### config.mk
export PLATFORM = sky130hd
export DESIGN_NAME = qfr_sqrt
export DESIGN_NICKNAME = d
export VERILOG_FILES = /design/src/rtl/core/qfr_pkg.sv /design/src/rtl/core/qfr_sqrt.sv
export SDC_FILE = /design/constraint.sdc
export NUM_CORES = 2
export LEC_CHECK = 0
export BUFFER_PORTS_ARGS = -buffer_cell sky130_fd_sc_hd__buf_2
export CORE_MARGIN = 2
export CORE_UTILIZATION = 30
export DETAILED_ROUTE_END_ITERATION = 12
export RECOVER_POWER = 25
export SYNTH_ARGS = -nofsm -noshare
export SYNTH_HDL_FRONTEND = slang
export SYNTH_SLANG_ARGS = --single-unit
### constraint.sdc
create_clock -name clk -period 12.7 [get_ports clk]
set_input_delay 0.635 -clock clk [delete_from_list [all_inputs] [get_ports clk]]
set_output_delay 0.635 -clock clk [all_outputs]
set_load 0.02 [all_outputs]
### src/rtl/core/qfr_pkg.sv
// Shared types, widths and helper functions for the rotation-matrix-to-quaternion pipeline.
// Used by every module in rtl/core; depends on nothing else.
package qfr_pkg;

	localparam int DW        = 16;                       // element and component width
	localparam int FRAC_BITS = 14;                       // fraction bits, 1.0 is 2**FRAC_BITS
	localparam int RBITS     = 12;                       // extra scaling of the root argument
	localparam int TW        = (DW + 3 > 18) ? DW + 3 : 18; // signed trace term width
	localparam int AW0       = TW - 1 + RBITS;
	localparam int AW        = AW0 + (AW0 % 2);          // root argument width, even
	localparam int MW        = AW / 2;                   // floor root width
	localparam int RW        = MW + 2;                   // root remainder width
	localparam int NW        = DW + RBITS + 2;           // dividend and quotient width

	localparam logic signed [TW-1:0] ONE_T  = TW'(1 << FRAC_BITS);
	localparam logic signed [NW:0]   SAT_HI = (NW+1)'((1 << (DW - 1)) - 1);
	localparam logic signed [NW:0]   SAT_LO = -SAT_HI - (NW+1)'(1);

	typedef logic signed [DW-1:0] elem_t;
	typedef logic signed [DW:0]   diff_t;

	typedef enum logic [1:0] {
		BR_W = 2'd0,
		BR_X = 2'd1,
		BR_Y = 2'd2,
		BR_Z = 2'd3
	} branch_t;

	// Item tag carried along the whole pipeline.
	typedef struct packed {
		branch_t br;
		logic    degen;
		diff_t   d0;
		diff_t   d1;
		diff_t   d2;
	} tag_t;

	// Payload of the square root stages.
	typedef struct packed {
		tag_t          tag;
		logic [AW-1:0] rad;
		logic [MW-1:0] root;
		logic [RW-1:0] rem;
	} sq_t;

	// One divider lane.
	typedef struct packed {
		logic [NW-1:0] num;
		logic [MW:0]   rem;
		logic [NW-1:0] quo;
	} lane_t;

	// Payload of the divider stages.
	typedef struct packed {
		tag_t             tag;
		logic [MW:0]      m;
		lane_t [2:0]      ln;
	} dv_t;

	// Magnitude of a signed difference as an unsigned value.
	function automatic logic [DW:0] mag_of(input diff_t d);
		logic [DW:0] r;
		r = d[DW] ? (~d + (DW+1)'(1)) : d;
		return r;
	endfunction

	// Saturate a wide signed value to the component width.
	function automatic elem_t sat_of(input logic signed [NW:0] v);
		elem_t r;
		if (v > SAT_HI) begin
			r = SAT_HI[DW-1:0];
		end else if (v < SAT_LO) begin
			r = SAT_LO[DW-1:0];
		end else begin
			r = v[DW-1:0];
		end
		return r;
	endfunction

endpackage

### src/rtl/core/qfr_sqrt.sv
// Pipelined square root, one root bit per stage, with a rounding stage that
// also builds the divider dividends. Depends on qfr_pkg.
module qfr_sqrt (
	input  logic         clk,
	input  logic         arst_n,
	input  logic         in_valid,
	output logic         in_ready,
	input  qfr_pkg::sq_t in_data,
	output logic         out_valid,
	input  logic         out_ready,
	output qfr_pkg::dv_t out_data
);
	import qfr_pkg::*;

	sq_t  stg_s [MW];
	logic vld_s [MW];
	logic en    [MW];
	logic en_r;
	logic vld_r_q;
	dv_t  rnd_q;
	dv_t  rnd_nxt;

	genvar k;
	generate
		for (k = 0; k < MW; k++) begin : g_stg
			sq_t src;
			sq_t nxt;
			logic src_v;
			logic [RW-1:0] r2, tr;

			if (k == 0) begin : g_first
				assign src   = in_data;
				assign src_v = in_valid;
			end else begin : g_next
				assign src   = stg_s[k-1];
				assign src_v = vld_s[k-1];
			end

			if (k == MW - 1) begin : g_last_en
				assign en[k] = !vld_s[k] || en_r;
			end else begin : g_mid_en
				assign en[k] = !vld_s[k] || en[k+1];
			end

			assign r2 = {src.rem[RW-3:0], src.rad[2*(MW-1-k)+1 -: 2]};
			assign tr = {src.root, 2'b01};

			always_comb begin
				nxt = src;
				if (r2 >= tr) begin
					nxt.rem  = r2 - tr;
					nxt.root = {src.root[MW-2:0], 1'b1};
				end else begin
					nxt.rem  = r2;
					nxt.root = {src.root[MW-2:0], 1'b0};
				end
			end

			always_ff @(posedge clk or negedge arst_n) begin
				if (!arst_n) begin
					vld_s[k] <= 1'b0;
				end else if (en[k]) begin
					vld_s[k] <= src_v;
				end
			end

			always_ff @(posedge clk) begin
				if (en[k]) begin
					stg_s[k] <= nxt;
				end
			end
		end
	endgenerate

	// Round to nearest: step up when the remainder exceeds the floor root.
	always_comb begin
		logic [MW:0] m;
		m = {1'b0, stg_s[MW-1].root} +
			(MW+1)'(stg_s[MW-1].rem > RW'(stg_s[MW-1].root));
		rnd_nxt            = '0;
		rnd_nxt.tag        = stg_s[MW-1].tag;
		rnd_nxt.m          = m;
		rnd_nxt.ln[0].num  = (NW'(mag_of(stg_s[MW-1].tag.d0)) << RBITS) + NW'(m >> 1);
		rnd_nxt.ln[1].num  = (NW'(mag_of(stg_s[MW-1].tag.d1)) << RBITS) + NW'(m >> 1);
		rnd_nxt.ln[2].num  = (NW'(mag_of(stg_s[MW-1].tag.d2)) << RBITS) + NW'(m >> 1);
	end

	assign en_r     = !vld_r_q || out_ready;
	assign in_ready = en[0];

	always_ff @(posedge clk or negedge arst_n) begin
		if (!arst_n) begin
			vld_r_q <= 1'b0;
		end else if (en_r) begin
			vld_r_q <= vld_s[MW-1];
		end
	end

	always_ff @(posedge clk) begin
		if (en_r) begin
			rnd_q <= rnd_nxt;
		end
	end

	assign out_valid = vld_r_q;
	assign out_data  = rnd_q;

endmodule

# == Yosys cells after proc, flatten, opt, wreduce, memory -nomap -nowiden ==
# Memories as Yosys holds them, arrays and structs flattened.
# Cells that the tools add are included.
# op_classes
reduce_logical,32
magnitude_cmp,16
n_mux,48
n_bitwise,3
add_sub_neg,22
# op_table
op,count
$mux W18,15
$ge A17 B17 Y1,15
$sub A17 B17 Y17,15
$add A29 B15 Y30,3
$add A17 B2 Y17 const B,3
$mux W17,3
$not A17 Y17,3
$mux W1,30
$gt A17 B15 Y1,1
$add A15 B1 Y16,1
$logic_not A1 Y1,16
$logic_or A1 B1 Y1,16
# word_totals
elab_cells,147
ff_bits,176
output_inout_bits,300
inputBits,120
ramBits,1740
memories,1
# mem_list
memory,depth,width,rd,rd_ports_with_merged_regs,write_ports,line_no,rtl
stg_s,15,116,15,0,15,qfr_sqrt.sv:15,sq_t stg_s [MW];

# == Depth between registers and ports, before layout ==
# depth
ltp_word,19
mapped_depth,26
depth_no_buf,26

# == Least setup slack after synthesis ==
# OpenSTA, ideal clock, no wires.
# synth_timing
kind,input to register
from,input port out_ready
to,memory stg_s[0][0] (netlist bit) (enable)
stages,7
n_path_buf,0
t_arrival_ns,8.258
setup_slack_ns,3.089
t_required_ns,11.347
setup_ns,1.353
path_cell_list,nor2b_1 > nand2_1 > nor2_1 > nand2_1 > nor3_1 > and3_1 > nand3_1
# synth_rtl
item,line_no,rtl
"start, declared",qfr_sqrt.sv:10,"input logic out_ready,"
"end, declared",qfr_sqrt.sv:15,

==> impl_metrics.toml <==
[final_layout]
drive_above_1_share_pct = 13.7
nFillCells = 20900
nNetsFinal = 5064
final_cell_mix = "edfxtp_1, inv_1, ha_1, a21oi_1, buf_2"
syn2layout_area_growth_pct = 14.5
n_antenna_cell = 0
final_common_cell = "edfxtp_1"
final_area_um2 = 76100

[setup_path]
timing.rr.start = "stg_s[1][714]"
cp-start-kind = "flop"
worstReg2RegEnd = "out_data[70]"
required_ns = 13.21
crit_family = "simple AND/OR/NAND/NOR gates"
r2r_cells = 25
path_buf_inv = 2
slowest_stage = "xnor2_1"
crit_path_start = "stg_s[1][714]"
path_depth = 25
end_kind = "flop"
arrival_ns = 6.22
crit_type = "flop to flop"
crit_fanout = 4
crit_end = "out_data[70]"
critPathMaxStageDelay_ns = 0.77
reg2reg_slack_ns = 6.99

[logic_synthesis]
yosys.area.top_type_share_pct = 72.1
yosysTopAreaCell = "edfxtp_1"
async_reset_ff_share_pct = 0.993
ys_ff_latch = 1612
synthTopCellsByArea = "edfxtp_1, ha_1, xnor2_1"
synth_edf_count = 1596
synth-seq-area-share_pct = 72.7
syn_avg_cell_area_um2 = 15.6
yosys_warnings = 0
yosys_most_used_dff = "edfxtp_1"
synth_cells = 4256
ys_types = 77
synth_area_um2 = 66400

[clock_tree]
cts_root_buf = "clkbuf_16"
clk_latency_ns = 0.77
cts_tree = "yes"
ctsResizeCount = 0
cts_made_buffers = 155
cts_sinks = 1612
cts.clk_slew.worst_paths_ns = 0.06
htreeDepth = 4
cts_buffer_depth = 3

[floorplanning]
core_um2 = 220000
die_h_um = 475
start_util_pct = 30.2
die_area_um2 = 225000
ios = 420
rows = 172
chipWidth_um = 475

[power_and_ir_drop]
p_leak_uw = 0.0291
p_sw_share_pct = 31.6
p_clk_share_pct = 24.2
peakVddDrop_mv = 0.126
power_frac_comb_pct = 31.8
power_density_nw_per_um2 = 242
switchingPower_uw = 5830
p_int_uw = 12600
pwr-share-seq_pct = 44.0

[global_route]
busiest_layer = "met2"
grt_usage_pct = 9.63
antenna_found_initial = 3
met2_usage_pct = 15.5
gr-total-overflow = 0
grt_pass1_wl_um = 175000
grt_max_degree = 125
use_met3_pct = 1.83
grt_pass1_vias = 32600
grt.met1_usage_pct = 12.9

[timing]
relSlewSlack_pct = 19.0
hold_viol = 0
fmax_mhz = 175
rsz0062_at_grt = "no"
worst_pin_slew_ns = 1.18
finClkSkew_ns = 0.0348
report.final.slew_viol_count = 0
setup_viol = 0
setup_tns_ns = 0
period_share_pct = 45.0
fin_crit_ns = 5.71

[hold_path]
hp-class = "primary input to flop"

[place]
placed_area_um2 = 70800
dp_hpwl_um = 78900
gp_congestion = 0.855
io_buffers = 279

[route]
routedWlPerCell_um = 14.4
ant_nets = 0
vias = 32900
drt-total-wl_um = 111000
drtIter0Drc = 2014
drc = 0
first_pass_iters = 5
vias_per_cell = 4.25

[job]
maxCapViolCount = 0

[outcome]
status = "finished clean"
registers in the layout, summed over array words and instances, names as in the netlist:
| signal | flops |
|---|---|
| out_data | 124 |
| stg_s | 1472 |
| g_stg.src_v | 14 |
| out_valid | 1 |
| vld_s | 1 |
synth_stat cells (10+ instances only):
cell type	count
a2111oi_0	24
a211oi_1	18
a21o_1	75
a21oi_1	229
a31oi_1	28
and3_1	18
and4_1	13
buf_2	11
buf_4	174
clkbuf_1	49
dfrtp_1	16
edfxtp_1	1596
ha_1	284
inv_1	345
mux2_2	116
mux2i_1	12
nand2_1	152
nand2b_1	38
nand3_1	67
nand4_1	32
nor2_1	204
nor2b_1	35
nor3_1	64
nor4_1	25
o21a_1	41
o21ai_0	110
o21bai_1	13
o31a_1	10
o31ai_1	23
o41ai_1	18
or2_2	17
or4_1	17
xnor2_1	168
xor2_1	106
worst register-to-register path: stages (launching register included):
cell and delay (ns):
edfxtp_1 0.40, inv_1 0.06, ha_1 0.30, nor2b_1 0.13, o21a_1 0.12, o21ai_0 0.07
nand2b_1 0.07, a21oi_1 0.06, o21ai_0 0.14, a21oi_1 0.09, a21oi_1 0.14, ha_1 0.21
and3_1 0.27, nand2_1 0.12, nor2_1 0.17, nand3_1 0.12, xnor2_1 0.77, ha_1 0.32
inv_1 0.06, fa_1 0.42, nor2b_1 0.13, o21bai_1 0.11, nor4_1 0.64, nand2_1 0.19
nor3_1 0.26, xnor2_1 0.10
through the flow:
step / hold slack (ns) / power, uW / instances / util, % / setup slack, ns
6_report: 0.0615 / 18400 / 7738 / 34.6 / 6.99
3_5_place_dp: 0.405 / 14000 / 7425 / 32.2 / 6.84
5_1_grt: 0.0213 / 19600 / 7738 / 34.6 / 6.42
2_1_floorplan: 0.339 / 12700 / 4396 / - / 3.09
3_3_place_gp: 0.401 / 13900 / 7425 / 32.2 / 6.80
4_1_cts: 0.000259 / 18600 / 7738 / 34.6 / 6.83
what timing repair did:
action                                 in CTS  in global routing
hold buffers                               33                  0
setup buffers                               0                  0
endpoints found under the hold margin      48                  0
metal layers:
metal / vias up / share of wire (%)
li1: 16400 / -
met1: 15700 / 46
met2: 705 / 46
met3: 183 / 4.4
met4: 2 / 2.7
met5: - / 0.0099
cell families after synthesis:
| logic type | after synthesis | share of synthesized area, % |
|---|---|---|
| compound gates | 657 | 6.42 |
| xor+xnor | 275 | 3.64 |
| fa+ha+maj | 287 | 5.44 |
| buf+inv | 582 | 4.29 |
| flops | 1612 | 72.7 |
| mux | 128 | 2.15 |
| other cells | 1 | 0.00564 |
| simple gates | 714 | 5.32 |
worst min path at each step:
| stage | startpoint | end | slack [ns] | depth (start not counted) |
|---|---|---|---|---|
| after floorplan | arst_n | g_stg[10].src_v | 0.34 | 0 |
| after global placement | stg_s[0][924] | stg_s[1][112] | 0.40 | 0 |
| after detailed placement | stg_s[0][84] | stg_s[0][200] | 0.40 | 0 |
| after CTS | in_data[58] | stg_s[0][58] | 0.0003 | 1 |
| after global routing | in_data[20] | stg_s[0][21] | 0.02 | 1 |
| final | in_data[58] | stg_s[0][58] | 0.06 | 1 |
power by group through the flow:
stage	Clock (uW)	Combinational, uW	Sequential (uW)
after detailed placement	0	5800	8220
after global routing	4800	6560	8240
after global placement	0	5700	8190
final	4460	5860	8100
after CTS	4600	5860	8120
after floorplan	0	4560	8090
cell type report:
type,count,area [um2],share of cell area [%]
inverter,345,1310,1.72
clock inverter,90,812,1.07
sequential,1612,48300,63.5
multi-input combinational,2202,15900,20.9
tap,2958,3700,4.86
clock buffer,190,4170,5.48
timing repair buffer,341,1880,2.47
Power figures use the tool's default switching activity.
